### src/rtl/core/flat_face_normal_engine_core_macros.svh
// Assertion macros for the flat face normal engine core.
`ifndef FLAT_FACE_NORMAL_ENGINE_CORE_MACROS_SVH
`define FLAT_FACE_NORMAL_ENGINE_CORE_MACROS_SVH

// Same-cycle implication, sampled on clk_i, off while rst_ni is low.
`define FFNE_ASSERT_IMPL(lbl, ante, cons, msg) \
  lbl: assert property (@(posedge clk_i) disable iff (!rst_ni) (ante) |-> (cons)) \
    else $error(msg);

// Next-cycle implication, sampled on clk_i, off while rst_ni is low.
`define FFNE_ASSERT_NEXT(lbl, ante, cons, msg) \
  lbl: assert property (@(posedge clk_i) disable iff (!rst_ni) (ante) |=> (cons)) \
    else $error(msg);

`endif

### src/rtl/core/ffne_pkg.sv
// Shared types and constants of the flat face normal engine.
`timescale 1ns / 1ps
package ffne_pkg;

  localparam int VertexDepthDef = 1024;
  localparam int IdxW           = 10;
  localparam int PosW           = 16;
  localparam int VtxW           = 3 * PosW;
  localparam int EdgeW          = PosW + 1;
  localparam int CrossW         = 35;
  localparam int MagW           = CrossW - 1;
  localparam int HalfW          = MagW / 2;
  localparam int SumW           = 2 * MagW;
  localparam int RootW          = MagW;
  localparam int RemW           = RootW + 4;
  localparam int MulW           = HalfW + 1;
  localparam int ProdW          = 2 * MulW;
  localparam int NormW          = 16;
  localparam int QuotW          = 15;
  localparam int UnitVal        = 16384;
  localparam int UnitShift      = 14;
  localparam int RootSteps      = SumW / 2;
  localparam int DivSteps       = QuotW;
  localparam int CntW           = 6;
  localparam int DataW          = 80;

  typedef enum logic {
    CMD_VERTEX   = 1'b0,
    CMD_TRIANGLE = 1'b1
  } ffne_cmd_e;

  typedef enum logic [3:0] {
    ST_IDLE,
    ST_RDA,
    ST_RDB,
    ST_RDC,
    ST_EDGE,
    ST_XMUL,
    ST_SQMUL,
    ST_ROOT,
    ST_LEN,
    ST_DIV,
    ST_DONE
  } ffne_state_e;

  typedef enum logic [1:0] {
    PART_HH,
    PART_HL,
    PART_LL
  } ffne_part_e;

  typedef enum logic {
    RD_SQRT,
    RD_DIV
  } ffne_rd_mode_e;

  typedef struct packed {
    logic          load;
    logic          step;
    ffne_rd_mode_e mode;
  } ffne_rd_ctl_t;

endpackage

### src/rtl/core/ffne_mul.sv
// Shared signed multiplier with registered product.
`timescale 1ns / 1ps
module ffne_mul (
  input  logic                              clk_i,
  input  logic signed [ffne_pkg::MulW-1:0]  a_i,
  input  logic signed [ffne_pkg::MulW-1:0]  b_i,
  output logic signed [ffne_pkg::ProdW-1:0] p_o
);
  import ffne_pkg::*;

  logic signed [ProdW-1:0] p_q;

  always_ff @(posedge clk_i) begin
    p_q <= a_i * b_i;
  end

  assign p_o = p_q;

endmodule

### config.mk
export PLATFORM = sky130hd
export DESIGN_NAME = ffne_mul
export DESIGN_NICKNAME = d
export VERILOG_FILES = /design/src/rtl/core/flat_face_normal_engine_core_macros.svh /design/src/rtl/core/ffne_pkg.sv /design/src/rtl/core/ffne_mul.sv
export SDC_FILE = /design/constraint.sdc
export NUM_CORES = 1
export LEC_CHECK = 0
export ABC_AREA = 1
export CAP_MARGIN = 0
export CORE_ASPECT_RATIO = 1.75
export CORE_MARGIN = 2
export CORE_UTILIZATION = 40
export DETAILED_ROUTE_END_ITERATION = 7
export DONT_BUFFER_PORTS = 1
export RECOVER_POWER = 100
export SETUP_SLACK_MARGIN = 0.3
export SLEW_MARGIN = 15
export SYNTH_ARGS = -nofsm -noshare
export SYNTH_HDL_FRONTEND = slang
export SYNTH_SLANG_ARGS = --single-unit
### constraint.sdc
create_clock -name clk_i -period 6.4 [get_ports clk_i]
set_clock_uncertainty 0.05 [all_clocks]
set_input_delay 1.28 -clock clk_i [delete_from_list [all_inputs] [get_ports clk_i]]
set_output_delay 1.28 -clock clk_i [all_outputs]
set_load 0.02 [all_outputs]
==> results.yml <==
worst_setup_path:
  required_ns: 6.50
  crit_fanout: 18
  arrival_ns: 6.13
  endpoint_kind: "flip-flop"
  startpoint_type: "primary input"
  setup.worst_path.class: "primary input to flip-flop"
finish:
  stdcell_area_sq_um: 14600
  largest_reg_flops: 36
  multi_input_area_sq_um: 10800
  area_growth_pct: 5.02
  diodes: 0
  nNetsFinal: 2228
  seq_area_sq_um: 721
  drive_gt1_share_pct: 3.73
  fill_cells: 3558
cts:
  htree_num_levels: 2
  cts_tree: "done"
  hold_buffers: 0
  clk_pin_slew_ns: 0.06
  clk_path_buf_depth: 2
  cts-root-buf: "clkbuf_16"
  cts.sinks: 36
  cts_buffers: 5
timing:
  slew_headroom_pct: 70.5
  slew_violations: 0
  fin_crit_sh_pct: 94.3
  worstMarginPinSlew_ns: 0.442
  finalSetupViolations: 0
  finalHoldViolCount: 0
  final.setup.tns_ns: 0
  fmax_mhz: 166
  whs_ns: 1.03
  finalCriticalPeriod_ns: 6.03
  rsz0062_at_grt: "true"
global_route:
  gr-total-overflow: 0
  grt_max_degree: 19
  antenna_found_initial: 0
  grt_usage_pct: 21.7
  grt_pass1_wl_um: 61200
  first_global_vias: 12275
placement:
  place_area_sq_um: 14300
  place_congestion: 0.942
  port_buffers: 0
  hpwl_um: 32400
min_path:
  hp-start: "a_i[0]"
  hold_depth: 2
  min_to: "p_o[0]"
  min_path_type: "primary input to flip-flop"
synth:
  synthAdderAreaFrac_pct: 55.8
  synth_top_family_by_area: "adder cells"
  syn-instance-count: 1826
  synthSimpleGateAreaFrac_pct: 18.1
  yosysWarnings: 0
  synth.area.mux_share_pct: 0
  seq_area_frac_synth_pct: 5.19
  synth_xor_area_share_pct: 1.07
  synth_compound_area_share_pct: 1.49
  synth_cell_type_count: 26
  syn_area_per_cell_sq_um: 7.61
  syn_nets: 2285
  ys_seq_elements: 36
  synth_area_sq_um: 13900
route:
  num_vias: 10568
  drc: 0
  viasPerCell: 4.74
  wl_per_cell_um: 16.6
  dr.pass1.iters: 7
  ant_nets: 0
  drt_iter0_markers: 373
  drt_wl_total_um: 37100
die:
  die_x_um: 145
  die_y_um: 251
  die_area_sq_um: 36300
  coreArea_sq_um: 34300
  rows: 90
  io_pins: 73
  start_util_pct: 40.5
outcome:
  status: "complete, no violations"
job:
  drv_cap: 0
cells in the final DEF (no fill, tap or decap), types with 4 or more instances in the layout:
cell type	synthesis	layout
ha_1	93	81
o21bai_1	6	6
ha_2	0	5
o21ai_0	5	5
nor2_1	59	55
inv_1	605	602
nand4_1	8	8
nor2_2	7	11
dfxtp_1	36	36
nand3_1	33	34
a21oi_1	26	21
xor2_1	14	13
and2_1	5	4
nand2_1	503	502
clkbuf_16	0	5
a21oi_2	0	5
nand2_2	6	7
fa_1	329	327
ha_4	0	7
buf_4	0	7
inv_2	3	4
worst max-delay path by stage:
stage          slack [ns]  endpoint     from
2_1_floorplan        0.30   p_o[35]  a_i[17]
3_3_place_gp      -0.0002   p_o[20]  b_i[17]
3_5_place_dp        -0.01   p_o[20]   b_i[3]
4_1_cts              0.35   p_o[32]   b_i[3]
5_1_grt              0.12   p_o[35]   b_i[0]
6_report             0.37   p_o[20]   a_i[7]
critical path, cell delays in order:
cell,delay (ns)
nand2_1,0.06
fa_1,0.54
inv_1,0.06
fa_1,0.49
inv_1,0.06
fa_1,0.53
inv_1,0.06
fa_1,0.48
fa_1,0.51
inv_1,0.05
fa_1,0.53
inv_1,0.06
ha_1,0.34
nand2_1,0.16
inv_1,0.08
nand2_2,0.13
inv_1,0.05
nand2_1,0.06
nand2_1,0.07
a21oi_1,0.37
xnor2_2,0.16
kinds of logic (layout without fill, tap and decap cells):
family | count (synthesis) | after routing
buf+inv | 679 | 623
simple gates | 634 | 634
fa+ha+maj | 422 | 422
compound gates | 38 | 38
flops | 36 | 36
xor+xnor | 17 | 17
layout make-up:
cell class / instances / area share [%]
Multi-Input combinational cell: 1111 / 73.9
Inverter: 608 / 15.7
Sequential cell: 36 / 4.94
Tap cell: 460 / 3.94
Clock buffer: 5 / 0.857
Timing Repair Buffer: 7 / 0.360
Clock inverter: 3 / 0.291
metal layers:
metal  wire (um)  part of all wire [%]  track usage [%]
met1       11300                    30             19.6
met5           0                     0                0
met2       21800                    59             45.4
met3        1280                   3.4             1.84
met4        2700                   7.3             12.6
metrics by stage:
stage | util [%] | setup slack (ns) | std cells
after floorplan | - | 0.301 | 1826
after detailed placement | 41.6 | -0.0103 | 2218
after global placement | 41.6 | -0.000170 | 2218
final | 42.5 | 0.366 | 2230
after global routing | 42.5 | 0.116 | 2230
after CTS | 42.1 | 0.351 | 2226
repair_timing:
action / 4_1_cts / 5_1_grt
setup endpoints to repair: 1 / 15
resized for setup: 1 / 35
buffers inserted: 0 / 4
pin swaps: 0 / 7
Yosys cell counts:
master | number | area (sq um)
a21o_1 | 1 | 7.51
a21oi_1 | 26 | 130
and2_1 | 5 | 31.3
and2_4 | 1 | 8.76
buf_1 | 3 | 11.3
clkbuf_1 | 68 | 255
dfxtp_1 | 36 | 721
fa_1 | 329 | 6590
ha_1 | 93 | 1160
inv_1 | 605 | 2270
inv_2 | 3 | 11.3
nand2_1 | 503 | 1890
nand2_2 | 6 | 37.5
nand3_1 | 33 | 165
nand3_2 | 1 | 10.0
nand3b_1 | 2 | 15.0
nand4_1 | 8 | 50.1
nor2_1 | 59 | 221
nor2_2 | 7 | 43.8
nor3_1 | 5 | 25.0
o21ai_0 | 5 | 25.0
o21bai_1 | 6 | 45.0
or2_1 | 1 | 6.26
or2_2 | 3 | 18.8
xnor2_1 | 3 | 26.3
xor2_1 | 14 | 123
Power is not shown: default switching activity piles up to over one toggle a cycle in this logic, so the estimate is an artifact.
