==> src/rtl/core/flat_face_normal_engine_core_macros.svh <==
// Assertion macros for the flat face normal engine core.
`ifndef FLAT_FACE_NORMAL_ENGINE_CORE_MACROS_SVH
`define FLAT_FACE_NORMAL_ENGINE_CORE_MACROS_SVH

// Same-cycle implication, sampled on clk_i, off while rst_ni is low.
`define FFNE_ASSERT_IMPL(lbl, ante, cons, msg) \
  lbl: assert property (@(posedge clk_i) disable iff (!rst_ni) (ante) |-> (cons)) \
    else $error(msg);

// Next-cycle implication, sampled on clk_i, off while rst_ni is low.
`define FFNE_ASSERT_NEXT(lbl, ante, cons, msg) \
  lbl: assert property (@(posedge clk_i) disable iff (!rst_ni) (ante) |=> (cons)) \
    else $error(msg);

`endif

==> src/rtl/core/ffne_pkg.sv <==
// Shared types and constants of the flat face normal engine.
`timescale 1ns / 1ps
package ffne_pkg;

  localparam int VertexDepthDef = 1024;
  localparam int IdxW           = 10;
  localparam int PosW           = 16;
  localparam int VtxW           = 3 * PosW;
  localparam int EdgeW          = PosW + 1;
  localparam int CrossW         = 35;
  localparam int MagW           = CrossW - 1;
  localparam int HalfW          = MagW / 2;
  localparam int SumW           = 2 * MagW;
  localparam int RootW          = MagW;
  localparam int RemW           = RootW + 4;
  localparam int MulW           = HalfW + 1;
  localparam int ProdW          = 2 * MulW;
  localparam int NormW          = 16;
  localparam int QuotW          = 15;
  localparam int UnitVal        = 16384;
  localparam int UnitShift      = 14;
  localparam int RootSteps      = SumW / 2;
  localparam int DivSteps       = QuotW;
  localparam int CntW           = 6;
  localparam int DataW          = 80;

  typedef enum logic {
    CMD_VERTEX   = 1'b0,
    CMD_TRIANGLE = 1'b1
  } ffne_cmd_e;

  typedef enum logic [3:0] {
    ST_IDLE,
    ST_RDA,
    ST_RDB,
    ST_RDC,
    ST_EDGE,
    ST_XMUL,
    ST_SQMUL,
    ST_ROOT,
    ST_LEN,
    ST_DIV,
    ST_DONE
  } ffne_state_e;

  typedef enum logic [1:0] {
    PART_HH,
    PART_HL,
    PART_LL
  } ffne_part_e;

  typedef enum logic {
    RD_SQRT,
    RD_DIV
  } ffne_rd_mode_e;

  typedef struct packed {
    logic          load;
    logic          step;
    ffne_rd_mode_e mode;
  } ffne_rd_ctl_t;

endpackage

==> src/rtl/core/ffne_rdunit.sv <==
// Shared restoring unit: square root two bits a step, division one bit a step.
`timescale 1ns / 1ps
module ffne_rdunit (
  input  logic                          clk_i,
  input  ffne_pkg::ffne_rd_ctl_t        ctl_i,
  input  logic [ffne_pkg::RemW-1:0]     load_rem_i,
  input  logic [1:0]                    src_i,
  input  logic [ffne_pkg::RootW-1:0]    divisor_i,
  output logic [ffne_pkg::RootW-1:0]    res_o
);
  import ffne_pkg::*;

  logic [RemW-1:0]  rem_q, rem_d;
  logic [RootW-1:0] res_q, res_d;
  logic [RemW-1:0]  shifted;
  logic [RemW-1:0]  trial;
  logic [RemW:0]    diff;
  logic             ge;

  always_comb begin
    if (ctl_i.mode == RD_SQRT) begin
      shifted = {rem_q[RemW-3:0], src_i};
      trial   = RemW'({res_q, 2'b01});
    end else begin
      shifted = {rem_q[RemW-2:0], src_i[0]};
      trial   = RemW'(divisor_i);
    end
    diff = {1'b0, shifted} - {1'b0, trial};
    ge   = ~diff[RemW];
  end

  always_comb begin
    rem_d = rem_q;
    res_d = res_q;
    if (ctl_i.load) begin
      rem_d = load_rem_i;
      res_d = '0;
    end else if (ctl_i.step) begin
      rem_d = ge ? diff[RemW-1:0] : shifted;
      res_d = {res_q[RootW-2:0], ge};
    end
  end

  always_ff @(posedge clk_i) begin
    rem_q <= rem_d;
    res_q <= res_d;
  end

  assign res_o = res_q;

endmodule

==> config.mk <==
export PLATFORM = sky130hd
export DESIGN_NAME = ffne_rdunit
export DESIGN_NICKNAME = d
export VERILOG_FILES = /design/src/rtl/core/flat_face_normal_engine_core_macros.svh /design/src/rtl/core/ffne_pkg.sv /design/src/rtl/core/ffne_rdunit.sv
export SDC_FILE = /design/constraint.sdc
export NUM_CORES = 1
export LEC_CHECK = 0
export BUFFER_PORTS_ARGS = -buffer_cell sky130_fd_sc_hd__clkbuf_2
export CORE_ASPECT_RATIO = 1.4
export CORE_MARGIN = 3
export CORE_UTILIZATION = 52
export CTS_BUF_LIST = sky130_fd_sc_hd__clkbuf_8 sky130_fd_sc_hd__clkbuf_16
export DETAILED_ROUTE_END_ITERATION = 10
export PLACE_DENSITY = 0.8
export SYNTH_ARGS = -nofsm -noshare
export SYNTH_HDL_FRONTEND = slang
export SYNTH_SLANG_ARGS = --single-unit
==> constraint.sdc <==
create_clock -name clk_i -period 4.65 [get_ports clk_i]
set_input_delay 0.2325 -clock clk_i [delete_from_list [all_inputs] [get_ports clk_i]]
set_output_delay 0.2325 -clock clk_i [all_outputs]
set_load 0.005 [all_outputs]
==> out/summary.log, run 1 <==
qor: run_status.status completed
qor: logic_synthesis.synth_area 0.00602 mm^2
qor: global_route.groute.usage.overall 24.3%
qor: global_route.vias_in_the_first_global_route 5537
qor: global_route.grt_max_degree 52
qor: timing.finalClockSkew 0.00506 ns
qor: cells_and_area.finalCoreUtilization 62.7%
qor: cts.path_clk_slew 0.06 ns
qor: worst_setup_path.worstSetupEndpointType flop
qor: global_route.grt_pass1_wl 26200 um
qor: global_route.antenna_found_initial 0
qor: global_route.grt.busiest_layer met2
qor: placement.place_hpwl 11400 um
qor: worst_setup_path.cp.arrival 4.09 ns
qor: route.post_drt_wl_per_cell 17.6 um
qor: timing.timing.final.crit_period 4.00 ns
qor: worst_setup_path.critical-path-max-stage-delay 0.68 ns
qor: logic_synthesis.mappedNetlistNets 773
qor: power.leakagePower 3.17 nW
qor: logic_synthesis.post_synth_num_cell_types 68
qor: timing.slew-limit-headroom 35.3%
qor: power.clockPowerShare 19.6%
qor: worst_hold_path.timing.hold.worst_endpoint rem_q[1]
qor: logic_synthesis.yosysWarnings 0
qor: worst_hold_path.hold_path.startpoint load_rem_i[1]
qor: global_route.grt-ovfl-total 0
qor: worst_setup_path.crit_required 4.74 ns
qor: worst_hold_path.holdCritPathClass in2reg
qor: worst_setup_path.worstRegToRegCells 11
qor: flow_run.drv.max_cap_violation_count 0
qor: worst_setup_path.cp_max_fo 51
qor: route.drcViolationCount 0
qor: placement.numPortBuffers 110
qor: power.seq_power_share 22.6%
qor: worst_hold_path.hold_depth 3
qor: logic_synthesis.portion_of_the_post_synthesis_area_used_by_sequential_elements 29.8%
qor: placement.post_dp_cell_area 0.00661 mm^2
qor: logic_synthesis.synth.avg_cell_area 9.15 um^2
qor: cts.clock_tree.htree_level_count 3
qor: timing.layout_worst_path_cycle_share 86.0%
qor: worst_setup_path.rrSetupSlack 0.89 ns
qor: cells_and_area.area.growth.synth_to_final 15.5%
qor: route.drtIter0Drc 291
qor: cts.tritoncts_num_sinks 71
qor: worst_setup_path.critical_path.slowest_cell sky130_fd_sc_hd__a211o_2
qor: worst_setup_path.critPathKind in2reg
qor: logic_synthesis.post-synth-top-area-cell sky130_fd_sc_hd__edfxtp_1
qor: die.die-width 97.0 um
qor: route.routed_via_density 6.01
qor: worst_setup_path.regToRegStartpoint rem_q[14]
qor: cts.cts_buffers 9
qor: cts.postCtsSetupBuffers 0
qor: die.num_rows 45
qor: placement.placed_cells 878
qor: worst_setup_path.start_kind input pin
qor: logic_synthesis.synth-seq-cells 71
qor: die.die_area 0.0129 mm^2
qor: power.p_per_area 592 mW/mm^2
qor: cts.clock_tree.buffer_depth 2
qor: cts.cts-root-buf sky130_fd_sc_hd__clkbuf_16
qor: logic_synthesis.number_of_flops_mapped_to_enable_cells_by_yosys 37
qor: route.vias 5374
qor: cts.clk_latency_worst_skew_pair 0.33 ns
qor: timing.post_route_setup_tns 0 ns
qor: route.drt-pass1-iter-count 4
qor: placement.place_ws 0.353 ns
qor: route.final_routed_wirelength_across_all_metal_layers 15800 um
qor: logic_synthesis.synth-async-reset-ratio 0%
qor: die.design.core.area 0.0111 mm^2
qor: worst_setup_path.critPathTopFamily compound AO/OA/AOI/OAI gates
qor: power.internal_power 2.44 mW
qor: power.vdd_ir_drop_max 0.301 mV
qor: timing.timing.final.ws_setup 0.650 ns
qor: logic_synthesis.yosys.area.top_type_share 18.5%
qor: worst_setup_path.critical_path.reg2reg.endpoint rem_q[34]
qor: die.ioPinCount 112
qor: global_route.globalRouteMet2Util 45.2%
qor: placement.global_placement_routability_congestion 0.864
qor: cells_and_area.final_area 0.00696 mm^2
qor: worst_setup_path.critPathMostFrequentCell sky130_fd_sc_hd__buf_4
qor: timing.timing_hold_violations_final 0
qor: timing.max_slew.worst_pin.slew 0.970 ns
qor: cells_and_area.share_of_final_layout_standard_cells_stronger_than_drive_strength_1 26.0%
qor: global_route.use_met1 27.0%
qor: worst_setup_path.timing.critical_path.cells buf_4, buf_4, buf_4, mux2_2, ha_1, nand3_1, nor3b_1, and3_1, a21boi_2, a211o_2, o21ai_0, a31o_2
qor: cells_and_area.layout.nets 863
qor: timing.rsz0062_at_grt no
qor: die.die_h 133 um
qor: power.p_switching 1.68 mW
qor: timing.setup_viol 0
qor: die.initial_utilization 54.3%
qor: worst_setup_path.critical_path.n_buffers_inverters 3
qor: cells_and_area.antenna_cells 0
qor: power.power.switching_fraction 40.7%
qor: timing.final-max-slew-violation-count 0
qor: power.pwr-share-comb 57.8%
qor: cts.tritoncts yes
qor: logic_synthesis.leading_post_synthesis_cells_by_cell_area sky130_fd_sc_hd__edfxtp_1, sky130_fd_sc_hd__mux2i_1, sky130_fd_sc_hd__dfxtp_1, sky130_fd_sc_hd__ha_1, sky130_fd_sc_hd__mux2_2
qor: route.antenna_violating_nets_post_route 0
qor: logic_synthesis.yosys_most_used_dff sky130_fd_sc_hd__edfxtp_1
qor: timing.fmax 0.250 GHz
qor: power.design_power_total 4.12 mW
qor: cts.post_cts_resized 0
qor: global_route.grt_use_met3 4.35%
qor: cts.ctsHoldBuffers 0
qor: timing.timing.hold.ws 0.189 ns
qor: cells_and_area.finish.cell_count_without_fillers 894
qor: logic_synthesis.netlist_instances 658
cell type report:
cell class	count	area [um^2]
fill	945	4140
sequential	71	1790
tap	141	176
timing repair buffer	119	621
clock buffer	10	239
multi-input combinational	538	3990
inverter	9	33.8
clock inverter	6	108
cell usage in the layout (no fill, tap or decap), drive strengths merged, types with 33 or more instances in the layout:
master / count
a21oi: 50
clkbuf: 119
dfxtp: 34
edfxtp: 37
ha: 36
mux2: 36
mux2i: 83
nand2: 49
nor2: 67
o21ai: 33
routing by layer:
layer,routed length [um],share of wire [%]
met1,6340,40
met2,8300,53
met3,709,4.5
met4,414,2.6
met5,0,0
synth_stat cells (2+ instances only):
cell	n
sky130_fd_sc_hd__nand2_1	48
sky130_fd_sc_hd__a211oi_2	2
sky130_fd_sc_hd__a221o_1	2
sky130_fd_sc_hd__inv_1	9
sky130_fd_sc_hd__nand2b_1	14
sky130_fd_sc_hd__buf_6	3
sky130_fd_sc_hd__and3_1	4
sky130_fd_sc_hd__o31ai_1	2
sky130_fd_sc_hd__buf_2	4
sky130_fd_sc_hd__nor2b_1	5
sky130_fd_sc_hd__a21oi_1	47
sky130_fd_sc_hd__clkbuf_1	23
sky130_fd_sc_hd__a21oi_2	3
sky130_fd_sc_hd__o21ai_0	25
sky130_fd_sc_hd__mux2i_1	83
sky130_fd_sc_hd__a31o_2	2
sky130_fd_sc_hd__nor2_1	66
sky130_fd_sc_hd__a31oi_1	6
sky130_fd_sc_hd__or2_2	2
sky130_fd_sc_hd__or3_1	3
sky130_fd_sc_hd__a21o_1	27
sky130_fd_sc_hd__edfxtp_1	37
sky130_fd_sc_hd__buf_1	3
sky130_fd_sc_hd__a41oi_1	2
sky130_fd_sc_hd__o211ai_2	2
sky130_fd_sc_hd__buf_4	5
sky130_fd_sc_hd__a311o_1	5
sky130_fd_sc_hd__nor3_1	9
sky130_fd_sc_hd__ha_1	36
sky130_fd_sc_hd__mux2_2	36
sky130_fd_sc_hd__nand3_1	14
sky130_fd_sc_hd__o31a_1	3
sky130_fd_sc_hd__dfxtp_1	34
sky130_fd_sc_hd__nand4_1	5
sky130_fd_sc_hd__o21a_1	6
sky130_fd_sc_hd__o21ai_1	8
sky130_fd_sc_hd__xnor2_1	25
sky130_fd_sc_hd__xor2_1	5
sky130_fd_sc_hd__o31ai_2	2
sky130_fd_sc_hd__and2_1	8
sky130_fd_sc_hd__o211ai_1	6
cell families after synthesis:
| kind of cell | count (synthesis) | share of synthesized area [%] |
|---|---|---|
| DFF | 71 | 29.8 |
| muxes | 119 | 20.5 |
| AOI/OAI and AO/OA | 163 | 18.5 |
| and+or+nand+nor | 189 | 15.0 |
| xor gates and xnor gates | 30 | 4.36 |
| adders and majority gates | 37 | 7.81 |
| buffers and inverters | 49 | 4.03 |
flip-flops by register name, summed over array words and instances, names as in the netlist:
| name | count |
|---|---|
| rem_q | 37 |
| res_o | 34 |
worst register-to-register path, delay by kind of cell (launching register included):
family                     cells  cell delay [ns]
DFF                            1             0.40
adders and majority gates      1             0.48
and+or+nand+nor                3             0.42
muxes                          1             0.31
AOI/OAI and AO/OA              6             1.91
power by group through the flow:
stage	clock network (mW)	logic, mW	registers (mW)
floorplan	0	1.90	0.906
global placement	0	2.24	0.930
detailed placement	0	2.30	0.941
CTS	0.814	2.34	0.929
global route	0.842	2.61	0.947
finish	0.806	2.38	0.932
how the worst max path moves through the flow:
stage | start | end | slack (ns) | cells past startpoint
after floorplan | ctl_i[0] | rem_q[31] | 0.25 | 16
after global placement | ctl_i[0] | rem_q[34] | 0.43 | 11
after detailed placement | ctl_i[0] | rem_q[34] | 0.35 | 11
after CTS | ctl_i[0] | rem_q[34] | 0.67 | 11
after global routing | ctl_i[0] | rem_q[34] | 0.41 | 12
final | ctl_i[0] | rem_q[34] | 0.65 | 12
No activity file was read; power rests on OpenSTA's default activity.
==> run 2: changes to the inputs <==
--- a/config.mk
+++ b/config.mk
@@ -8,10 +8,10 @@
 export BUFFER_PORTS_ARGS = -buffer_cell sky130_fd_sc_hd__clkbuf_2
 export CORE_ASPECT_RATIO = 1.4
 export CORE_MARGIN = 3
-export CORE_UTILIZATION = 52
+export CORE_UTILIZATION = 55
 export CTS_BUF_LIST = sky130_fd_sc_hd__clkbuf_8 sky130_fd_sc_hd__clkbuf_16
 export DETAILED_ROUTE_END_ITERATION = 10
-export PLACE_DENSITY = 0.8
+export PLACE_DENSITY = 0.81
 export SYNTH_ARGS = -nofsm -noshare
 export SYNTH_HDL_FRONTEND = slang
 export SYNTH_SLANG_ARGS = --single-unit
==> constraint.sdc (replaced) <==
create_clock -name clk_i -period 3.85 [get_ports clk_i]
set_input_delay 0.1925 -clock clk_i [delete_from_list [all_inputs] [get_ports clk_i]]
set_output_delay 0.1925 -clock clk_i [all_outputs]
set_load 0.005 [all_outputs]
==> run 2 against run 1 <==
Compared with the run above:
- routed wire length rose by 0.67%
- via count did not move
- clock skew rose by 0.0066 ns
- count of clock-buffer cells in the layout fell by 1
- setup slack got worse by 0.29 ns
- critical endpoint is now rem_q[31]
==> out/summary.log, run 2 (synthesis results as in run 1) <==
qor: worst_hold_path.timing.hold.worst_endpoint rem_q[0]
qor: timing.max_slew.worst_pin.slew 0.989 ns [+0.0184 ns]
qor: timing.fmax 0.286 GHz
qor: die.initial_utilization 57.3% [+3.0 points]
qor: global_route.grt_pass1_wl 25400 um [-3.0%]
qor: global_route.grt-ovfl-total 0 [unchanged]
qor: cells_and_area.final_cell_mix sky130_fd_sc_hd__clkbuf_2, sky130_fd_sc_hd__mux2i_1, sky130_fd_sc_hd__nor2_1, sky130_fd_sc_hd__nand2_1, sky130_fd_sc_hd__a21oi_1
qor: die.die_h 130 um [-2.6%]
qor: cells_and_area.share_of_final_layout_standard_cells_stronger_than_drive_strength_1 28.3% [+2.2 points]
qor: cells_and_area.layout.nets 888 [+2.9%]
qor: worst_setup_path.regToRegStartpoint rem_q[11]
qor: placement.numPortBuffers 110 [unchanged]
qor: run_status.status completed
qor: cells_and_area.finish.cell_count_without_fillers 916 [+2.5%]
qor: worst_setup_path.critical_path.slowest_cell sky130_fd_sc_hd__edfxtp_1
qor: cts.cts_buffers 9 [unchanged]
qor: cts.cts-root-buf sky130_fd_sc_hd__clkbuf_16
qor: route.post_drt_wl_per_cell 17.3 um [-1.7%]
qor: global_route.globalRouteMet2Util 49.7% [+4.5 points]
qor: worst_hold_path.hold_depth 2 [-1]
qor: route.drcViolationCount 0 [unchanged]
qor: worst_setup_path.timing.critical_path.cells mux2_2, ha_1, nand2_1, nor2_1, nand4_1, o31a_1, o31ai_2, a41oi_2, o31a_1, xnor2_1, a221o_1
qor: timing.finalClockSkew 0.0116 ns [+0.00657 ns]
qor: die.die-width 94.4 um [-2.6%]
qor: die.ioPinCount 112 [unchanged]
qor: worst_setup_path.worstRegToRegCells 11 [unchanged]
qor: route.final_routed_wirelength_across_all_metal_layers 15900 um [+0.67%]
qor: placement.global_placement_routability_congestion 0.908 [+5.1%]
qor: route.routed_via_density 5.87 [-2.4%]
qor: route.drtIter0Drc 297 [+2.1%]
qor: timing.post_route_setup_tns 0 ns [unchanged]
qor: timing.slew-limit-headroom 34.1% [-1.2 points]
qor: die.num_rows 44 [-2.2%]
qor: die.die_area 0.0123 mm^2 [-5.2%]
qor: worst_hold_path.hold_path.startpoint load_rem_i[0]
qor: timing.timing.final.crit_period 3.49 ns
qor: power.vdd_ir_drop_max 0.322 mV [+7.0%]
qor: global_route.grt_max_degree 50 [-3.8%]
qor: power.leakagePower 3.30 nW [+4.0%]
qor: cts.ctsHoldBuffers 0 [unchanged]
qor: timing.layout_worst_path_cycle_share 90.7%
qor: cells_and_area.largest_register rem_q
qor: worst_setup_path.cp.arrival 3.58 ns [-0.51 ns]
qor: global_route.use_met1 28.8% [+1.8 points]
qor: cells_and_area.leading_cell_type_in_the_layout_fill_and_taps_excluded sky130_fd_sc_hd__clkbuf_2
qor: die.design.core.area 0.0105 mm^2 [-5.2%]
qor: cells_and_area.largest_register_ffs 37 [unchanged]
qor: cts.path_clk_slew 0.07 ns [about the same]
qor: cells_and_area.antenna_cells 0 [unchanged]
qor: timing.final-max-slew-violation-count 0 [unchanged]
qor: cts.tritoncts yes
qor: worst_setup_path.cp_max_fo 5 [-90%]
qor: timing.rsz0062_at_grt no
qor: cts.clock_tree.buffer_depth 2 [unchanged]
qor: worst_setup_path.worstSetupEndpointType flop
qor: global_route.grt_use_met3 3.92% [-0.43 points]
qor: cts.post_cts_resized 0 [unchanged]
qor: worst_setup_path.critical_path.reg2reg.endpoint rem_q[31]
qor: global_route.antenna_found_initial 0 [unchanged]
qor: power.p_per_area 701 mW/mm^2 [+18%]
qor: global_route.grt.busiest_layer met2
qor: global_route.vias_in_the_first_global_route 5451 [-1.6%]
qor: worst_hold_path.holdCritPathClass in2reg
qor: worst_setup_path.start_kind flop
qor: cells_and_area.area.growth.synth_to_final 18.9%
qor: route.drt-pass1-iter-count 4 [unchanged]
qor: worst_setup_path.critPathKind reg2reg
qor: global_route.groute.usage.overall 26.2% [+1.9 points]
qor: timing.setup_viol 0 [unchanged]
qor: route.vias 5374 [unchanged]
qor: route.antenna_violating_nets_post_route 0 [unchanged]
qor: placement.placed_cells 900 [+2.5%]
qor: cts.postCtsSetupBuffers 0 [unchanged]
qor: worst_setup_path.crit_required 3.93 ns [-0.81 ns]
qor: cts.tritoncts_num_sinks 71 [unchanged]
qor: cts.clock_tree.htree_level_count 3 [unchanged]
qor: placement.place_hpwl 11900 um [+4.6%]
qor: flow_run.drv.max_cap_violation_count 0 [unchanged]
qor: power.design_power_total 5.02 mW [+22%]
qor: worst_setup_path.critical-path-max-stage-delay 0.42 ns [-0.26 ns]
qor: timing.timing_hold_violations_final 0 [unchanged]
qor: worst_setup_path.critPathMostFrequentCell sky130_fd_sc_hd__o31a_1
qor: worst_setup_path.rrSetupSlack 0.36 ns [-0.53 ns]
qor: cts.clk_latency_worst_skew_pair 0.34 ns [about the same]
-- run 2: cell types whose count changed in the layout (fill, tap and decap cells not counted) --
cell	previous run	this run
sky130_fd_sc_hd__buf_4	10	31
sky130_fd_sc_hd__buf_12	0	4
sky130_fd_sc_hd__bufinv_16	3	2
sky130_fd_sc_hd__clkbuf_8	1	0
sky130_fd_sc_hd__clkinv_4	0	1
sky130_fd_sc_hd__inv_1	9	10
-- run 2: how the worst max path moves through the flow --
stage / startpoint / end / slack, ns
after floorplan: ctl_i[0] / rem_q[31] / 0.12
after CTS: rem_q[11] / rem_q[31] / 0.39
after global placement: ctl_i[0] / rem_q[25] / 0.19
final: rem_q[11] / rem_q[31] / 0.36
after global routing: ctl_i[0] / rem_q[1] / 0.16
after detailed placement: ctl_i[0] / rem_q[1] / 0.11
-- run 2: cell type report --
type	count	area [um^2]
Sequential cell	71	1790
Fill cell	845	3360
Clock inverter	7	90.1
Multi-Input combinational cell	538	3990
Clock buffer	9	225
Tap cell	138	173
Timing Repair Buffer	144	858
Inverter	9	33.8
-- run 2: metal layers --
| metal | part of all wire (%) | vias to the layer above | wire length (um) |
|---|---|---|---|
| met5 | 0 | - | 0 |
| met4 | 2.7 | 0 | 431 |
| met3 | 4.2 | 36 | 672 |
| met2 | 53 | 148 | 8440 |
| met1 | 40 | 2551 | 6330 |
| li1 | - | 2639 | - |
-- run 2: critical path, delay by kind of cell (launching register included) --
family | cells | cell delay (ns)
fa+ha+maj | 1 | 0.39
xor+xnor | 1 | 0.13
mux | 1 | 0.30
compound gates | 5 | 1.55
flops | 1 | 0.42
simple gates | 3 | 0.46
-- run 2: metrics by stage --
stage               util (%)  instance area, um^2  hold slack (ns)  setup WS, ns
detailed placement      65.1                 6840            0.490         0.110
floorplan                  -                 6030            0.384         0.120
finish                  68.1                 7160            0.150         0.359
CTS                     68.1                 7160            0.142         0.390
global placement        65.1                 6840            0.479         0.192
global route            68.1                 7160            0.150         0.159
-- run 2: power breakdown --
part / switching [mW] / internal [mW] / total [mW]
clock network: 0.326 / 0.563 / 0.889
registers: 0.0948 / 1.03 / 1.13
logic: 1.60 / 1.40 / 3.00
total: 2.02 / 3.00 / 5.02
==> run 3: changes to the inputs <==
--- a/config.mk
+++ b/config.mk
@@ -9,7 +9,6 @@
 export CORE_ASPECT_RATIO = 1.4
 export CORE_MARGIN = 3
 export CORE_UTILIZATION = 55
-export CTS_BUF_LIST = sky130_fd_sc_hd__clkbuf_8 sky130_fd_sc_hd__clkbuf_16
 export DETAILED_ROUTE_END_ITERATION = 10
 export PLACE_DENSITY = 0.81
 export SYNTH_ARGS = -nofsm -noshare
==> run 3 against run 2 <==
Compared with the run above:
- fmax did not move
- first-iteration DRC count stayed put
- flip-flop and latch count unchanged
- routed wire length is essentially flat
- core utilization unchanged
- via count about the same
- critical path depth did not move
- largest cell class unchanged
- clock power barely moved
- die area unchanged
- global-route usage unchanged
==> out/summary.log, run 3 (synthesis results as in run 1) <==
qor: timing.post_route_setup_tns 0 ns [unchanged]
qor: die.initial_utilization 57.3% [unchanged]
qor: timing.slew-limit-headroom 34.1% [+0.062 points]
qor: global_route.grt_max_degree 50 [unchanged]
qor: timing.timing.final.crit_period 3.49 ns [unchanged]
qor: die.die-width 94.4 um [unchanged]
qor: global_route.grt_pass1_wl 25400 um [unchanged]
qor: cells_and_area.largest_register rem_q
qor: route.vias 5373 [-0.019%]
qor: cells_and_area.final_cell_mix sky130_fd_sc_hd__clkbuf_2, sky130_fd_sc_hd__mux2i_1, sky130_fd_sc_hd__nor2_1, sky130_fd_sc_hd__nand2_1, sky130_fd_sc_hd__a21oi_1
qor: cells_and_area.largest_register_ffs 37 [unchanged]
qor: cts.clk_latency_worst_skew_pair 0.34 ns [about the same]
qor: power.leakagePower 3.29 nW [-0.13%]
qor: timing.rsz0062_at_grt no
qor: placement.numPortBuffers 110 [unchanged]
qor: worst_setup_path.worstRegToRegCells 11 [unchanged]
qor: global_route.groute.usage.overall 26.2% [unchanged]
qor: cts.cts_buffers 9 [unchanged]
qor: timing.finalClockSkew 0.0115 ns [-0.000154 ns]
qor: route.drcViolationCount 0 [unchanged]
qor: worst_setup_path.worstSetupEndpointType flop
qor: cts.clock_tree.htree_level_count 3 [unchanged]
qor: timing.layout_worst_path_cycle_share 90.7% [unchanged]
qor: cells_and_area.layout.nets 888 [unchanged]
qor: worst_setup_path.start_kind flop
qor: cells_and_area.share_of_final_layout_standard_cells_stronger_than_drive_strength_1 28.3% [unchanged]
qor: worst_setup_path.rrSetupSlack 0.36 ns [about the same]
qor: power.design_power_total 5.02 mW [about the same]
qor: flow_run.drv.max_cap_violation_count 0 [unchanged]
qor: timing.timing.hold.ws 0.150 ns [+0.000164 ns]
qor: global_route.antenna_found_initial 0 [unchanged]
qor: timing.final-max-slew-violation-count 0 [unchanged]
qor: global_route.grt.busiest_layer met2
qor: timing.fmax 0.286 GHz [unchanged]
qor: global_route.use_met1 28.8% [unchanged]
qor: route.drtIter0Drc 297 [unchanged]
qor: worst_hold_path.timing.hold.worst_endpoint rem_q[0]
qor: worst_hold_path.hold_depth 2 [unchanged]
qor: cts.path_clk_slew 0.07 ns [about the same]
qor: placement.place_hpwl 11900 um [unchanged]
qor: run_status.status completed
qor: worst_setup_path.cp_max_fo 5 [unchanged]
qor: worst_setup_path.regToRegStartpoint rem_q[11]
qor: cts.ctsHoldBuffers 0 [unchanged]
qor: die.die_h 130 um [unchanged]
qor: cts.post_cts_resized 0 [unchanged]
qor: cts.tritoncts_num_sinks 71 [unchanged]
qor: cts.tritoncts yes
qor: worst_setup_path.critical_path.reg2reg.endpoint rem_q[31]
qor: worst_setup_path.cp.arrival 3.58 ns [about the same]
qor: global_route.vias_in_the_first_global_route 5451 [unchanged]
qor: power.vdd_ir_drop_max 0.322 mV [about the same]
qor: die.num_rows 44 [unchanged]
qor: timing.timing_hold_violations_final 0 [unchanged]
qor: route.antenna_violating_nets_post_route 0 [unchanged]
qor: cts.clock_tree.buffer_depth 2 [unchanged]
qor: cts.cts-root-buf sky130_fd_sc_hd__clkbuf_16
qor: die.design.core.area 0.0105 mm^2 [unchanged]
qor: worst_setup_path.crit_required 3.93 ns [about the same]
qor: global_route.globalRouteMet2Util 49.7% [unchanged]
qor: route.routed_via_density 5.87 [about the same]
qor: die.ioPinCount 112 [unchanged]
qor: cells_and_area.leading_cell_type_in_the_layout_fill_and_taps_excluded sky130_fd_sc_hd__clkbuf_2
qor: timing.setup_viol 0 [unchanged]
qor: worst_hold_path.holdCritPathClass in2reg
qor: cells_and_area.antenna_cells 0 [unchanged]
qor: timing.max_slew.worst_pin.slew 0.988 ns [-0.000932 ns]
qor: route.final_routed_wirelength_across_all_metal_layers 15900 um [about the same]
qor: global_route.grt_use_met3 3.92% [unchanged]
qor: power.p_per_area 701 mW/mm^2 [about the same]
qor: die.die_area 0.0123 mm^2 [unchanged]
qor: global_route.grt-ovfl-total 0 [unchanged]
qor: placement.global_placement_routability_congestion 0.908 [unchanged]
qor: route.post_drt_wl_per_cell 17.3 um [about the same]
qor: cells_and_area.area.growth.synth_to_final 18.9% [unchanged]
qor: worst_hold_path.hold_path.startpoint load_rem_i[0]
qor: worst_setup_path.critPathKind reg2reg
qor: cts.postCtsSetupBuffers 0 [unchanged]
qor: route.drt-pass1-iter-count 4 [unchanged]
## run 3: cell count changes in the layout (fill, tap and decap cells not counted), sizes merged
cell	previous run	this run
inv	10	9
clkbuf	118	119
## run 3: worst max-delay path, cell delays in order, from the launching register on
cell                       delay, ns
sky130_fd_sc_hd__edfxtp_1       0.42
sky130_fd_sc_hd__mux2_2         0.30
sky130_fd_sc_hd__ha_1           0.39
sky130_fd_sc_hd__nand2_1        0.11
sky130_fd_sc_hd__nor2_1         0.23
sky130_fd_sc_hd__nand4_1        0.12
sky130_fd_sc_hd__o31a_1         0.34
sky130_fd_sc_hd__o31ai_2        0.37
sky130_fd_sc_hd__a41oi_2        0.21
sky130_fd_sc_hd__o31a_1         0.31
sky130_fd_sc_hd__xnor2_1        0.13
sky130_fd_sc_hd__a221o_1        0.32
## run 3: per-stage QoR
step / area [um^2] / setup WS [ns] / utilization [%] / instances
2_1_floorplan: 6030 / 0.120 / - / 658
3_3_place_gp: 6840 / 0.192 / 65.1 / 900
6_report: 7160 / 0.359 / 68.1 / 916
5_1_grt: 7160 / 0.159 / 68.1 / 916
4_1_cts: 7160 / 0.390 / 68.1 / 916
3_5_place_dp: 6840 / 0.110 / 65.1 / 900
## run 3: layout make-up
cell class	count	area [um^2]
clock buffers	10	229
clock inverters	6	86.3
fillers	845	3360
inverters	9	33.8
multi-input cells	538	3990
flip-flops and latches	71	1790
well taps	138	173
repair buffers	144	858
## run 3: power breakdown
| part | leakage, nW | internal [mW] | switching, mW |
|---|---|---|---|
| clock | 0.152 | 0.566 | 0.325 |
| sequential | 0.652 | 1.03 | 0.0946 |
| combinational | 2.49 | 1.40 | 1.60 |
| total | 3.29 | 3.00 | 2.02 |
## run 3: how the worst max path moves through the flow
stage,endpoint,from,cells past startpoint
floorplan,rem_q[31],ctl_i[0],16
global placement,rem_q[25],ctl_i[0],14
global route,rem_q[1],ctl_i[0],15
detailed placement,rem_q[1],ctl_i[0],15
CTS,rem_q[31],rem_q[11],11
finish,rem_q[31],rem_q[11],11
## run 3: routing by layer
| layer | vias to the layer above | wire length (um) |
|---|---|---|
| met2 | 147 | 8450 |
| li1 | 2639 | - |
| met3 | 36 | 675 |
| met5 | - | 0 |
| met1 | 2551 | 6320 |
| met4 | 0 | 431 |
